===== config.mk =====
export PLATFORM = sky130hd
export DESIGN_NAME = playback_drift_balance_core
export DESIGN_NICKNAME = d
export VERILOG_FILES = /design/src/rtl/core/pdb_pkg.sv /design/src/rtl/core/playback_drift_balance_core.sv
export VERILOG_INCLUDE_DIRS = /design/src /design/src/rtl/core
export SDC_FILE = /design/constraint.sdc
export NUM_CORES = 1
export LEC_CHECK = 0
export ABC_AREA = 1
export BUFFER_PORTS_ARGS = -buffer_cell sky130_fd_sc_hd__clkbuf_2
export CAP_MARGIN = 20
export CORE_ASPECT_RATIO = 0.8
export CORE_MARGIN = 1
export CORE_UTILIZATION = 38
export CTS_CLUSTER_SIZE = 30
export DETAILED_ROUTE_END_ITERATION = 6
export HOLD_SLACK_MARGIN = 0.03
export PLACE_DENSITY_LB_ADDON = 0.3
export RECOVER_POWER = 25
export SYNTH_ARGS = -nofsm -noshare
export SYNTH_HDL_FRONTEND = slang
export SYNTH_SLANG_ARGS = --single-unit

===== constraint.sdc =====
create_clock -name clk_i -period 13 [get_ports clk_i]
set_clock_uncertainty 0.1 [all_clocks]
set_input_delay 1.3 -clock clk_i [delete_from_list [all_inputs] [get_ports clk_i]]
set_output_delay 1.3 -clock clk_i [all_outputs]
set_load 0.02 [all_outputs]

===== src/rtl/core/playback_drift_balance_core_assert.svh =====
// Assertion macros for the playback drift balance core.
// Depends on clk_i and rst_ni being present in the module that includes it.
`ifndef PLAYBACK_DRIFT_BALANCE_CORE_ASSERT_SVH
`define PLAYBACK_DRIFT_BALANCE_CORE_ASSERT_SVH

// Property checked on the rising clock edge, skipped while reset is low.
`define PDB_ASSERT(lbl, prop, msg) \
  lbl: assert property (@(posedge clk_i) disable iff (!rst_ni) prop) else $error(msg);

// Same form, kept apart for checks that also hold while reset is low.
`define PDB_ASSERT_ALWAYS(lbl, prop, msg) \
  lbl: assert property (@(posedge clk_i) prop) else $error(msg);

`endif


===== src/rtl/core/pdb_pkg.sv =====
// Package for the playback drift balance core: state and mode types,
// register indexes and reset values. No dependencies.
package pdb_pkg;

  localparam int FracBitsDef = 30;
  localparam int FillBitsDef = 16;

  localparam int RatioW = 32;
  localparam int FieldW = 16;
  localparam int ProdW  = 2 * RatioW;
  localparam int CntW   = $clog2(RatioW);

  localparam logic [1:0] CfgFillHigh  = 2'd0;
  localparam logic [1:0] CfgFillLow   = 2'd1;
  localparam logic [1:0] CfgHoldCount = 2'd2;

  localparam logic [FieldW-1:0] FillHighRst  = 16'd256;
  localparam logic [FieldW-1:0] FillLowRst   = 16'd160;
  localparam logic [FieldW-1:0] HoldCountRst = 16'd3000;

  typedef enum logic [1:0] {
    MODE_NORMAL = 2'd0,
    MODE_SLOW   = 2'd1,
    MODE_FAST   = 2'd2
  } mode_e;

  typedef enum logic [2:0] {
    ST_IDLE,
    ST_DECIDE,
    ST_MUL_STEP,
    ST_MUL_CLK,
    ST_DONE
  } state_e;

endpackage


===== src/rtl/core/playback_drift_balance_core.sv =====
// Playback drift balance core: balance-ratio controller with a bit-serial multiplier.
// Depends on pdb_pkg and playback_drift_balance_core_assert.svh.
//
//   channel   direction  tdata / payload                         tuser
//   s_axis    in         fill_level, clock_ratio                 op
//   m_axis    out        balance, resample, reload, mode         -
//   cfg       in         cfg_index_i, cfg_data_i                 -
//
// A report is taken in IDLE, its control decision is made in the DECIDE state,
// and every product goes through a shift-and-add multiplier that retires one
// multiplier bit per cycle. A report that enters an excursion with a ratio
// step needs two products; every other report needs one. The output word
// sits in a register of its own, so the next report is taken while a finished
// word still waits on m_axis_tready.
// Reset restores the registers to their documented defaults, the mode to
// normal, both hold counters to zero and the ratio to 1.0.
`include "playback_drift_balance_core_assert.svh"

module playback_drift_balance_core #(
  parameter int FRAC_BITS = pdb_pkg::FracBitsDef,
  parameter int FILL_BITS = pdb_pkg::FillBitsDef
) (
  input  logic        clk_i,
  input  logic        rst_ni,
  // Input reports.
  input  logic        s_axis_tvalid,
  output logic        s_axis_tready,
  input  logic [47:0] s_axis_tdata,   // fill_level [15:0], clock_ratio [47:16]
  input  logic        s_axis_tuser,   // op: 0 fill report, 1 underrun
  // Results.
  output logic        m_axis_tvalid,
  input  logic        m_axis_tready,
  // balance_ratio [31:0], resample_ratio [63:32], ratio_reload [64],
  // balance_mode [66:65], zero fill [71:67]
  output logic [71:0] m_axis_tdata,
  // Configuration writes.
  input  logic        cfg_valid_i,
  output logic        cfg_ready_o,
  input  logic [1:0]  cfg_index_i,
  input  logic [15:0] cfg_data_i
);

  localparam int RW = pdb_pkg::RatioW;
  localparam int FW = pdb_pkg::FieldW;
  localparam int PW = pdb_pkg::ProdW;
  localparam int CW = pdb_pkg::CntW;

  // Fixed-point constants, rounded to nearest at FRAC_BITS.
  localparam logic [63:0] OneQ       = 64'd1 << FRAC_BITS;
  localparam logic [63:0] StepDelta  = (OneQ * 64'd5 + 64'd500000) / 64'd1000000;
  localparam logic [63:0] UpStep     = OneQ + StepDelta;
  localparam logic [63:0] DownStep   = OneQ - StepDelta;
  localparam logic [63:0] HighTarget = OneQ + (OneQ * 64'd5 + 64'd500) / 64'd1000;
  localparam logic [63:0] LowTarget  = OneQ - (OneQ * 64'd5 + 64'd5000) / 64'd10000;

  localparam logic [RW-1:0] One32  = OneQ[RW-1:0];
  localparam logic [RW-1:0] Up32   = UpStep[RW-1:0];
  localparam logic [RW-1:0] Down32 = DownStep[RW-1:0];
  localparam logic [RW-1:0] High32 = HighTarget[RW-1:0];
  localparam logic [RW-1:0] Low32  = LowTarget[RW-1:0];

  // Fill levels keep only FILL_BITS bits.
  localparam logic [FW-1:0] FillMask =
    (FILL_BITS >= FW) ? {FW{1'b1}} : FW'((32'd1 << FILL_BITS) - 32'd1);

  localparam logic [CW-1:0] LastBit = CW'(RW - 1);

  // ---------------------------------------------------------------------------
  // Configuration registers. Writes are always taken; unknown indexes drop.
  // ---------------------------------------------------------------------------
  logic [FW-1:0] fill_high_q, fill_low_q, hold_q;

  assign cfg_ready_o = 1'b1;

  always_ff @(posedge clk_i or negedge rst_ni) begin
    if (!rst_ni) begin
      fill_high_q <= pdb_pkg::FillHighRst;
      fill_low_q  <= pdb_pkg::FillLowRst;
      hold_q      <= pdb_pkg::HoldCountRst;
    end else if (cfg_valid_i) begin
      case (cfg_index_i)
        pdb_pkg::CfgFillHigh:  fill_high_q <= cfg_data_i;
        pdb_pkg::CfgFillLow:   fill_low_q  <= cfg_data_i;
        pdb_pkg::CfgHoldCount: hold_q      <= cfg_data_i;
        default: ;
      endcase
    end
  end

  // ---------------------------------------------------------------------------
  // Sequencer.
  // ---------------------------------------------------------------------------
  pdb_pkg::state_e state_q, state_d;
  logic [CW-1:0]   cnt_q;
  logic            do_mul;      // excursion entry needs a ratio step product
  logic            mul_last;
  logic            out_free;

  assign mul_last = (cnt_q == LastBit);
  assign out_free = !m_axis_tvalid || m_axis_tready;

  always_comb begin
    state_d = state_q;
    case (state_q)
      pdb_pkg::ST_IDLE:     if (s_axis_tvalid) state_d = pdb_pkg::ST_DECIDE;
      pdb_pkg::ST_DECIDE:   state_d = do_mul ? pdb_pkg::ST_MUL_STEP : pdb_pkg::ST_MUL_CLK;
      pdb_pkg::ST_MUL_STEP: if (mul_last) state_d = pdb_pkg::ST_MUL_CLK;
      pdb_pkg::ST_MUL_CLK:  if (mul_last) state_d = pdb_pkg::ST_DONE;
      pdb_pkg::ST_DONE:     if (out_free) state_d = pdb_pkg::ST_IDLE;
      default:              state_d = pdb_pkg::ST_IDLE;
    endcase
  end

  logic mul_run, out_load;

  always_comb begin
    s_axis_tready = 1'b0;
    mul_run       = 1'b0;
    out_load      = 1'b0;
    case (state_q)
      pdb_pkg::ST_IDLE:     s_axis_tready = 1'b1;
      pdb_pkg::ST_MUL_STEP,
      pdb_pkg::ST_MUL_CLK:  mul_run = 1'b1;
      pdb_pkg::ST_DONE:     out_load = out_free;
      default: ;
    endcase
  end

  always_ff @(posedge clk_i or negedge rst_ni) begin
    if (!rst_ni) begin
      state_q <= pdb_pkg::ST_IDLE;
    end else begin
      state_q <= state_d;
    end
  end

  // ---------------------------------------------------------------------------
  // Captured report.
  // ---------------------------------------------------------------------------
  logic          op_q;
  logic [FW-1:0] fill_q;
  logic [RW-1:0] clock_q;

  always_ff @(posedge clk_i) begin
    if (s_axis_tvalid && s_axis_tready) begin
      op_q    <= s_axis_tuser;
      fill_q  <= s_axis_tdata[15:0] & FillMask;
      clock_q <= s_axis_tdata[47:16];
    end
  end

  // ---------------------------------------------------------------------------
  // Control decision, made in the DECIDE cycle.
  // ---------------------------------------------------------------------------
  pdb_pkg::mode_e mode_q, mode_d;
  logic [FW-1:0]  slow_q, slow_d, fast_q, fast_d;
  logic [RW-1:0]  ratio_q, ratio_d;
  logic           reload_q, reload_d;
  logic [RW-1:0]  step_mult;

  logic          above, below;
  logic [RW-1:0] target;
  logic [RW+2:0] avg_sum;
  logic [RW-1:0] avg;
  logic [FW-1:0] slow_inc, fast_inc;
  logic          done;

  assign above = (fill_q > fill_high_q);
  assign below = (fill_q < fill_low_q);
  // Only a fill report below the band averages toward the low target.
  assign target   = (!op_q && !above && below) ? Low32 : High32;
  assign avg_sum  = {3'b000, ratio_q} + {2'b00, ratio_q, 1'b0} + {3'b000, target};
  assign avg      = avg_sum[RW+1:2];
  assign slow_inc = slow_q + 1'b1;
  assign fast_inc = fast_q + 1'b1;

  always_comb begin
    mode_d    = mode_q;
    slow_d    = slow_q;
    fast_d    = fast_q;
    ratio_d   = ratio_q;
    reload_d  = 1'b0;
    do_mul    = 1'b0;
    step_mult = Up32;
    done      = 1'b0;
    if (op_q) begin
      // Underrun: fast slow-down, capped at the high target.
      ratio_d  = (avg < High32) ? avg : High32;
      mode_d   = pdb_pkg::MODE_SLOW;
      slow_d   = FW'(1);
      fast_d   = '0;
      reload_d = 1'b1;
    end else if (above) begin
      if (slow_q == '0) begin
        case (mode_q)
          pdb_pkg::MODE_NORMAL,
          pdb_pkg::MODE_SLOW: begin
            do_mul    = 1'b1;
            step_mult = Up32;
          end
          pdb_pkg::MODE_FAST: ratio_d = One32;
          default: ;
        endcase
        mode_d   = pdb_pkg::MODE_SLOW;
        slow_d   = FW'(1);
        fast_d   = '0;
        reload_d = 1'b1;
      end else if (slow_inc == hold_q) begin
        slow_d = FW'(1);
        if (ratio_q != High32) ratio_d = avg;
      end else begin
        slow_d = slow_inc;
      end
    end else if (below) begin
      if (fast_q == '0) begin
        case (mode_q)
          pdb_pkg::MODE_NORMAL,
          pdb_pkg::MODE_FAST: begin
            do_mul    = 1'b1;
            step_mult = Down32;
          end
          pdb_pkg::MODE_SLOW: ratio_d = One32;
          default: ;
        endcase
        mode_d   = pdb_pkg::MODE_FAST;
        fast_d   = FW'(1);
        slow_d   = '0;
        reload_d = 1'b1;
      end else if (fast_inc >= hold_q) begin
        fast_d = FW'(1);
        if (ratio_q != Low32) ratio_d = avg;
      end else begin
        fast_d = fast_inc;
      end
    end else begin
      // Inside the band: the fast counter does not advance once the slow
      // counter has reached the hold count.
      if (slow_q != '0) begin
        slow_d = slow_inc;
        done   = (slow_inc == hold_q);
      end
      if (!done && fast_q != '0) begin
        fast_d = fast_inc;
        done   = (fast_inc == hold_q);
      end
      if (done) begin
        mode_d = pdb_pkg::MODE_NORMAL;
        slow_d = '0;
        fast_d = '0;
      end
    end
  end

  // ---------------------------------------------------------------------------
  // Bit-serial multiplier: one multiplier bit per cycle, LSB first. The upper
  // half of the accumulator takes the add, then the whole word shifts right.
  // ---------------------------------------------------------------------------
  logic [RW-1:0] mcand_q, mplier_q;
  logic [PW-1:0] acc_q;
  logic [RW:0]   part_sum;
  logic [PW-1:0] acc_nx;
  logic [PW-1:0] prod_shr;
  logic [RW-1:0] prod_sat;

  assign part_sum = {1'b0, acc_q[PW-1:RW]} + (mplier_q[0] ? {1'b0, mcand_q} : '0);
  assign acc_nx   = {part_sum, acc_q[RW-1:1]};
  assign prod_shr = acc_nx >> FRAC_BITS;
  assign prod_sat = (|prod_shr[PW-1:RW]) ? {RW{1'b1}} : prod_shr[RW-1:0];

  logic [RW-1:0] res_q;

  always_ff @(posedge clk_i) begin
    if (state_q == pdb_pkg::ST_DECIDE) begin
      acc_q    <= '0;
      cnt_q    <= '0;
      mcand_q  <= do_mul ? ratio_q : clock_q;
      mplier_q <= do_mul ? step_mult : ratio_d;
    end else if (mul_run) begin
      if (mul_last && state_q == pdb_pkg::ST_MUL_STEP) begin
        // Ratio step done; the clock product follows with the new ratio.
        acc_q    <= '0;
        cnt_q    <= '0;
        mcand_q  <= clock_q;
        mplier_q <= prod_sat;
      end else begin
        acc_q    <= acc_nx;
        cnt_q    <= cnt_q + 1'b1;
        mplier_q <= mplier_q >> 1;
      end
      if (mul_last && state_q == pdb_pkg::ST_MUL_CLK) res_q <= prod_sat;
    end
  end

  // ---------------------------------------------------------------------------
  // Controller state.
  // ---------------------------------------------------------------------------
  always_ff @(posedge clk_i or negedge rst_ni) begin
    if (!rst_ni) begin
      mode_q   <= pdb_pkg::MODE_NORMAL;
      slow_q   <= '0;
      fast_q   <= '0;
      ratio_q  <= One32;
      reload_q <= 1'b0;
    end else if (state_q == pdb_pkg::ST_DECIDE) begin
      mode_q   <= mode_d;
      slow_q   <= slow_d;
      fast_q   <= fast_d;
      reload_q <= reload_d;
      if (!do_mul) ratio_q <= ratio_d;
    end else if (state_q == pdb_pkg::ST_MUL_STEP && mul_last) begin
      ratio_q <= prod_sat;
    end
  end

  // ---------------------------------------------------------------------------
  // Output register.
  // ---------------------------------------------------------------------------
  logic [71:0] out_q;

  always_ff @(posedge clk_i or negedge rst_ni) begin
    if (!rst_ni) begin
      m_axis_tvalid <= 1'b0;
    end else if (out_load) begin
      m_axis_tvalid <= 1'b1;
    end else if (m_axis_tready) begin
      m_axis_tvalid <= 1'b0;
    end
  end

  always_ff @(posedge clk_i) begin
    if (out_load) begin
      out_q <= {5'b00000, mode_q, reload_q, res_q, ratio_q};
    end
  end

  assign m_axis_tdata = out_q;

  // ---------------------------------------------------------------------------
  // Assertions.
  // ---------------------------------------------------------------------------
  `PDB_ASSERT(a_accept_decides,
    (s_axis_tvalid && s_axis_tready) |=> (state_q == pdb_pkg::ST_DECIDE),
    "accepted report did not move to the decision cycle")
  `PDB_ASSERT(a_idle_ratio_stable,
    (state_q == pdb_pkg::ST_IDLE) |=> $stable(ratio_q),
    "balance ratio changed while idle")
  `PDB_ASSERT(a_one_counter,
    !(slow_q != '0 && fast_q != '0),
    "both hold counters running")
  `PDB_ASSERT(a_normal_counters,
    (mode_q == pdb_pkg::MODE_NORMAL) |-> (slow_q == '0 && fast_q == '0),
    "normal mode with a hold counter running")
  `PDB_ASSERT_ALWAYS(a_word_from_done,
    $rose(m_axis_tvalid) |-> $past(state_q == pdb_pkg::ST_DONE),
    "result word shown without a finished item")

endmodule

==> results.txt, run 1 <==
clock tree from TritonCTS: built
Worst Max-Slew Pin Slew: 3.48 ns
routed wire length per instance: 18.9 um
number of instances in the placed design: 4309
CTS sink count: 369
result of the run: finished, violations left
number of H-tree levels: 2
overall die height: 232 um
Chip Width: 290 um
grt ovf: 0
violation count after the first detailed-route iteration: 2748
area of combinational cells with multiple inputs: 12700 sq um
total vias in the final route: 22658
violated checks: max-capacitance violations, max-slew violations
Row Count: 84
most instantiated cells after synthesis: 1138 x nand2_1, 490 x inv_1, 214 x nand3_1, 212 x edfxtp_1, 184 x nor2_1
Std-Cell Core Area: 65600 sq um
worst-path maximum fanout: 24
worst setup path category: reg -> reg
post-CTS setup repair buffer count: 0
DRC violations left: 0
Clock Pin Slew Worst Setup and Hold Paths: 0.06 ns
proportion of register bits with asynchronous set or reset after synthesis: 32.2%
predominant post-synthesis flop cell: edfxtp_1
cell with the most instances after synthesis: nand2_1
starting density of the core: 38.4%
number of enable-type register cells in the synthesized netlist: 212
Die Footprint: 67300 sq um
post-detailed-placement half-perimeter wirelength: 63.2 mm
largest area contributor in the netlist: edfxtp_1
max-capacitance violation count: 2
final critical-path required period: 6.88 ns
Clock Latency Late Sink: 0.60 ns
upper clock frequency limit: 145 MHz
Synthesis Warnings: 0
setup repair after global routing missed its margin: false
type of element capturing the critical path: register
count of filler cells inserted in the layout: 6673
combined global-route utilization of all metal layers: 24.3%
maximum number of pins on one net before global-route repair: 65
element type at the critical path start: register
setup violation total in the final timing report: 0
final standard cell count with taps included and fillers excluded: 4387
final hold violation count: 0
share of layout cells above drive strength 1: 9.67%
number of antenna violations at the first check in global routing: 1
synthesis-to-layout area growth: 11.5%
Sequential Area: 10100 sq um
# IOs: 147
cell at the root of the clock tree: clkbuf_16
Resize count post-CTS: 0
worst min-delay path class: reg -> reg
cells taking the most area after synthesis: edfxtp_1 25%, nand2_1 17%, dfrtp_1 11%
remaining number of nets flagged by the antenna check after routing: 0
WL final: 83.1 mm
area share of the leading cell type in the synthesized netlist: 25.3%
number of buffers inserted during clock tree synthesis: 41
setup tns final: 0 ns
most frequent CP cell: nand2_1
ANT cells: 0
global-route wire length before repair: 125 mm
synthesized cell area: 25200 sq um
CP Data Required Time: 13.36 ns
final period utilization: 52.9%
placer's final routability congestion estimate: 0.965
Port-buffer cells: 140
count of cell types in the netlist: 64
proportion of synthesized chip area in sequential cells: 40.2%
critical-path cell with the highest stage delay: nand2_1
vias per cell: 5.16
average cell area after synthesis: 7.45 sq um
Max Root-Sink Buffers: 3
Rel. slew slack: -132%
arrival time at the worst endpoint: 7.24 ns
stage delay of the slowest cell on the critical path: 0.70 ns
via count of the first global-routing pass: 20685
number of instances in the synthesized netlist: 3380
count of final max-slew check failures: 95
hold buffer count at cts: 0
flops & latches, synth: 369
length of the first detailed-routing pass in iterations: 7
number of nets in the finished design: 3743
-- path summary, 6_finish.rpt --
path / from / slack (ns) / cells past startpoint / end
max: fill_high_q[8]$_DFFE_PN1P_ / 6.12 / 34 / mplier_q[6]$_DFFE_PP_
min: res_q[25]$_DFFE_PP_ / 0.32 / 0 / m_axis_tdata[57]$_DFFE_PP_
max reg2reg: fill_high_q[8]$_DFFE_PN1P_ / 6.12 / 34 / mplier_q[6]$_DFFE_PP_
min reg2reg: res_q[25]$_DFFE_PP_ / 0.32 / 0 / m_axis_tdata[57]$_DFFE_PP_
max in group asynchronous: rst_ni / 8.70 / 2 / ratio_q[26]$_DFFE_PN0P_
min in group asynchronous: rst_ni / 1.79 / 1 / fill_low_q[4]$_DFFE_PN0P_
-- cell type report --
type                            count  area share, %
Clock buffer                       55           4.10
Clock inverter                     21          0.829
Inverter                          506           6.78
Multi-Input combinational cell   2411           45.2
Sequential cell                   369           36.0
Tap cell                          860           3.83
Timing Repair Buffer              165           3.17
-- routing by layer --
| layer | vias to the layer above | track usage (%) | share of wire, % |
|---|---|---|---|
| met3 | 125 | 6.29 | 10 |
| met2 | 1024 | 34.7 | 40 |
| met4 | 2 | 7.23 | 2.8 |
| met1 | 10379 | 35.5 | 47 |
| li1 | 11128 | - | - |
| met5 | - | 0.430 | 0.041 |
-- placed cells by master, fill, tap and decap left out, types with 18 or more instances in the layout --
cell,n
a21oi_1,180
clkbuf_1,26
clkbuf_16,43
clkbuf_2,128
dfrtp_1,108
dfxtp_1,38
edfxtp_1,212
fa_1,18
ha_1,159
inv_1,490
nand2_1,1138
nand2_2,25
nand3_1,214
nand4_1,48
nor2_1,178
nor2_2,22
nor3_1,35
o21ai_0,158
o21ai_1,37
o22ai_1,19
xor2_1,35
-- worst max-delay path: cells and delay by family, from the launching register on --
family / cells / cell delay [ns]
DFF: 1 / 0.52
buffers and inverters: 4 / 0.62
adders and majority gates: 3 / 1.06
AOI/OAI and AO/OA: 2 / 0.24
and+or+nand+nor: 25 / 4.20
-- flip-flops by register name, indices dropped and copies added, names as in the netlist, 16 cells and up --
register,cells
fill_high_q,16
acc_q,33
mcand_q,32
ratio_q,32
m_axis_tdata,67
clock_q,32
fill_q,16
hold_q,16
res_q,32
fill_low_q,16
mplier_q,32
slow_q,16
fast_q,16
-- kinds of logic after synthesis --
family                   synth area share, %
flip-flops                              40.2
AO/OA/AOI/OAI                           9.65
adder cells (fa/ha/maj)                 9.33
XOR/XNOR                                1.96
buffers and inverters                   9.60
AND/OR/NAND/NOR                         29.2
other                                 0.0298
-- per-stage QoR --
| stage | cell area (sq um) | hold WS [ns] | util (%) | setup slack [ns] |
|---|---|---|---|---|
| 2_1_floorplan | 25200 | 0.300 | - | 7.15 |
| 3_3_place_gp | 26700 | 0.302 | 40.7 | 6.42 |
| 3_5_place_dp | 26700 | 0.305 | 40.7 | 6.32 |
| 4_1_cts | 28100 | 0.319 | 42.8 | 6.29 |
| 5_1_grt | 28100 | 0.326 | 42.8 | 5.74 |
| 6_report | 28100 | 0.320 | 42.8 | 6.12 |
Power of run 1 is left out: the tool's default activity adds up to more than one toggle a clock period on the data nets, which glitch-free logic cannot reach.
==> run 2, diff against run 1 <==
--- a/config.mk
+++ b/config.mk
@@ -6,7 +6,7 @@
 export SDC_FILE = /design/constraint.sdc
 export NUM_CORES = 1
 export LEC_CHECK = 0
-export ABC_AREA = 1
+export ABC_AREA = 0
 export BUFFER_PORTS_ARGS = -buffer_cell sky130_fd_sc_hd__clkbuf_2
 export CAP_MARGIN = 20
 export CORE_ASPECT_RATIO = 0.8
==> constraint.sdc (replaced) <==
create_clock -name clk_i -period 6.1 [get_ports clk_i]
set_clock_uncertainty 0.1 [all_clocks]
set_input_delay 0.61 -clock clk_i [delete_from_list [all_inputs] [get_ports clk_i]]
set_output_delay 0.61 -clock clk_i [all_outputs]
set_load 0.02 [all_outputs]
==> run 2 against run 1 <==
Effect of this change: cell area is 7.4% lower; routed wire length decreased by 17%; maximum frequency up 17%; highest routed layer is now met4; cell count is 28% lower; sequential share of layout area rose by 2.9 points; via count is 21% lower; the flow still finishes with violations (max-capacitance violations, max-slew violations); clock-buffer cell count shrank 4.
==> results.txt, run 2 <==
Max Root-Sink Buffers: 3 (unchanged)
post-route cell area: 26000 sq um (-7.4%)
element type at the critical path start: register
synthesized cell area: 22000 sq um (-12%)
average cell area after synthesis: 10.3 sq um (+38%)
synthesis-to-layout area growth: 17.9%
number of nets in the finished design: 2605 (-30%)
violated checks: max-capacitance violations, max-slew violations
Die Footprint: 59000 sq um (-12%)
final critical-path required period: 5.90 ns (-0.981 ns)
count of cell types in the netlist: 97 (+52%)
utilization of the core after routing: 45.6% (+2.8 points)
Chip Width: 271 um (-6.4%)
combined global-route utilization of all metal layers: 23.1% (-1.1 points)
number of antenna violations at the first check in global routing: 0 (-1)
global-route wire length before repair: 105 mm (-16%)
most instantiated cells after synthesis: 212 x edfxtp_1, 179 x nand2_1, 159 x ha_1, 147 x nor2_1, 132 x a21oi_1
maximum number of pins on one net before global-route repair: 68 (+4.6%)
violation count after the first detailed-route iteration: 1913 (-30%)
upper clock frequency limit: 170 MHz (+17%)
commonest non-fill, non-tap cell in the layout: edfxtp_1
CP Data Required Time: 6.41 ns (-6.95 ns)
cells taking the most area after synthesis: edfxtp_1 29%, dfrtp_1 12%, ha_1 9.0%
maximum vdd ir drop: 0.266 mV
post-detailed-placement half-perimeter wirelength: 50.4 mm (-20%)
number of instances in the synthesized netlist: 2148 (-36%)
Worst Hold Margin: 0.112 ns (-0.208 ns)
setup repair after global routing missed its margin: true
commonest non-fill, non-tap cells in the layout: 212 x edfxtp_1, 174 x nand2_1, 149 x ha_1, 140 x nor2_1, 130 x inv_1
share of layout cells above drive strength 1: 20.4% (+11 points)
number of enable-type register cells in the synthesized netlist: 212 (unchanged)
vias per cell: 5.65 (+9.4%)
overall die height: 217 um (-6.4%)
area share of the leading cell type in the synthesized netlist: 28.9% (+3.6 points)
Std-Cell Core Area: 57000 sq um (-13%)
routed wire length per instance: 21.8 um (+15%)
placer's final routability congestion estimate: 0.958 (-0.70%)
setup violation total in the final timing report: 0 (unchanged)
Pwr Density: 619 nW/um^2
Clock Latency Late Sink: 0.57 ns (-0.03 ns)
grt ovf: 0 (unchanged)
proportion of register bits with asynchronous set or reset after synthesis: 32.2% (unchanged)
worst setup path category: reg -> reg
# IOs: 147 (unchanged)
number of H-tree levels: 2 (unchanged)
type of element capturing the critical path: register
ANT cells: 0 (unchanged)
max-capacitance violation count: 1 (-1)
WL final: 68.5 mm (-17%)
Port-buffer cells: 140 (unchanged)
number of buffers inserted during clock tree synthesis: 41 (unchanged)
CTS sink count: 369 (unchanged)
total vias in the final route: 17793 (-21%)
starting density of the core: 38.7% (+0.27 points)
leakage component of the power: 0.0110 uW
via count of the first global-routing pass: 17201 (-17%)
final hold violation count: 0 (unchanged)
proportion of synthesized chip area in sequential cells: 45.9% (+5.7 points)
flops & latches, synth: 369 (unchanged)
max FFs per register: 67 (unchanged)
Row Count: 78 (-7.1%)
Synthesis Warnings: 0 (unchanged)
Clock Pin Slew Worst Setup and Hold Paths: 0.06 ns (about the same)
worst-path maximum fanout: 5 (-79%)
Placed Area: 24200 sq um (-9.4%)
final period utilization: 96.7% (+44 points)
result of the run: finished, violations left
count of final max-slew check failures: 54 (-43%)
DRC violations left: 0 (unchanged)
predominant post-synthesis flop cell: edfxtp_1
remaining number of nets flagged by the antenna check after routing: 0 (unchanged)
largest area contributor in the netlist: edfxtp_1
number of instances in the placed design: 3066 (-29%)
cell with the most instances after synthesis: edfxtp_1
cell at the root of the clock tree: clkbuf_16
worst min-delay path class: in -> reg
length of the first detailed-routing pass in iterations: 6 (-1)
clock tree from TritonCTS: built
arrival time at the worst endpoint: 6.20 ns (-1.04 ns)
final standard cell count with taps included and fillers excluded: 3148 (-28%)
Rel. slew slack: -146% (-14 points)
Worst Max-Slew Pin Slew: 3.69 ns (+0.213 ns)
-- run 2: changes by cell type after synthesis, sizes merged, moves of 60 or more --
cell,previous run,this run
nand2,1169,179
nand3,225,42
inv,502,131
nor2,210,150
mux2,0,65
o21ai,207,111
-- run 2: kinds of logic after synthesis --
kind of cell | after synthesis | synth area share, %
muxes | 70 | 3.55
and+or+nand+nor | 642 | 14.5
xor gates and xnor gates | 89 | 3.54
adders and majority gates | 177 | 10.7
other | 2 | 0.0341
DFF | 369 | 45.9
AOI/OAI and AO/OA | 566 | 17.5
buffers and inverters | 233 | 4.30
-- run 2: cell type report --
| class | count | area [sq um] |
|---|---|---|
| Clock buffer | 51 | 1140 |
| Clock inverter | 24 | 279 |
| Fill cell | 5384 | 31000 |
| Inverter | 132 | 499 |
| Multi-Input combinational cell | 1550 | 11400 |
| Sequential cell | 369 | 10100 |
| Tap cell | 760 | 951 |
| Timing Repair Buffer | 262 | 1610 |
-- run 2: stage by stage --
stage	total power (uW)	setup WS [ns]	TNS, ns
final	16100	0.204	0
after global routing	17100	-0.0420	-0.133
after CTS	15500	0.0265	0
after detailed placement	12800	-0.101	-0.691
after global placement	12700	-0.0593	-0.234
after floorplan	9220	0.00367	0
-- run 2: repair_timing --
action	4_1_cts	5_1_grt
endpoints found under the setup margin	30	58
hold buffers	0	0
pin swaps	1	28
resized for setup	6	67
buffers inserted	0	7
gates cloned	0	0
-- run 2: worst paths after layout --
kind	startpoint	end	slack [ns]	cells after the start
max	fill_q[7]$_DFFE_PP_	mplier_q[3]$_DFFE_PP_	0.20	23
min	s_axis_tdata[36]	clock_q[20]$_DFFE_PP_	0.11	1
max reg2reg	fill_q[7]$_DFFE_PP_	mplier_q[3]$_DFFE_PP_	0.20	23
min reg2reg	res_q[3]$_DFFE_PP_	m_axis_tdata[35]$_DFFE_PP_	0.31	0
max in group asynchronous	rst_ni	fast_q[12]$_DFFE_PN0P_	2.35	2
min in group asynchronous	rst_ni	fill_low_q[4]$_DFFE_PN0P_	1.20	1
-- run 2: layer usage --
layer	vias up	part of all wire (%)	track usage (%)
met5	-	0	0
met4	0	2.2	6.31
met3	93	7.7	3.96
met2	709	41	33.0
met1	8689	49	35.6
li1	8302	-	-
-- run 2: critical path, stage by stage (launching register included) --
cell and delay [ns]:
edfxtp_1 0.40, ha_1 0.34, a2111oi_2 0.40, o221a_2 0.29
o32ai_4 0.10, a21oi_4 0.15, nand2_2 0.10, clkinvlp_4 0.11
buf_12 0.13, fa_1 0.43, ha_4 0.30, and4b_4 0.25
o211ai_1 0.16, a21o_1 0.29, a311oi_2 0.29, a21oi_1 0.12
xnor2_1 0.16, or3_4 0.37, o41a_1 0.50, buf_4 0.20
a211oi_1 0.21, buf_4 0.16, nor3_1 0.04, o22ai_1 0.13
-- run 2: where the power goes --
part	total [uW]	switching, uW	internal (uW)
registers	3870	576	3290
logic	9590	5650	3940
clock network	2630	1080	1550
total	16100	7310	8780
Power figures use the tool's default switching activity.
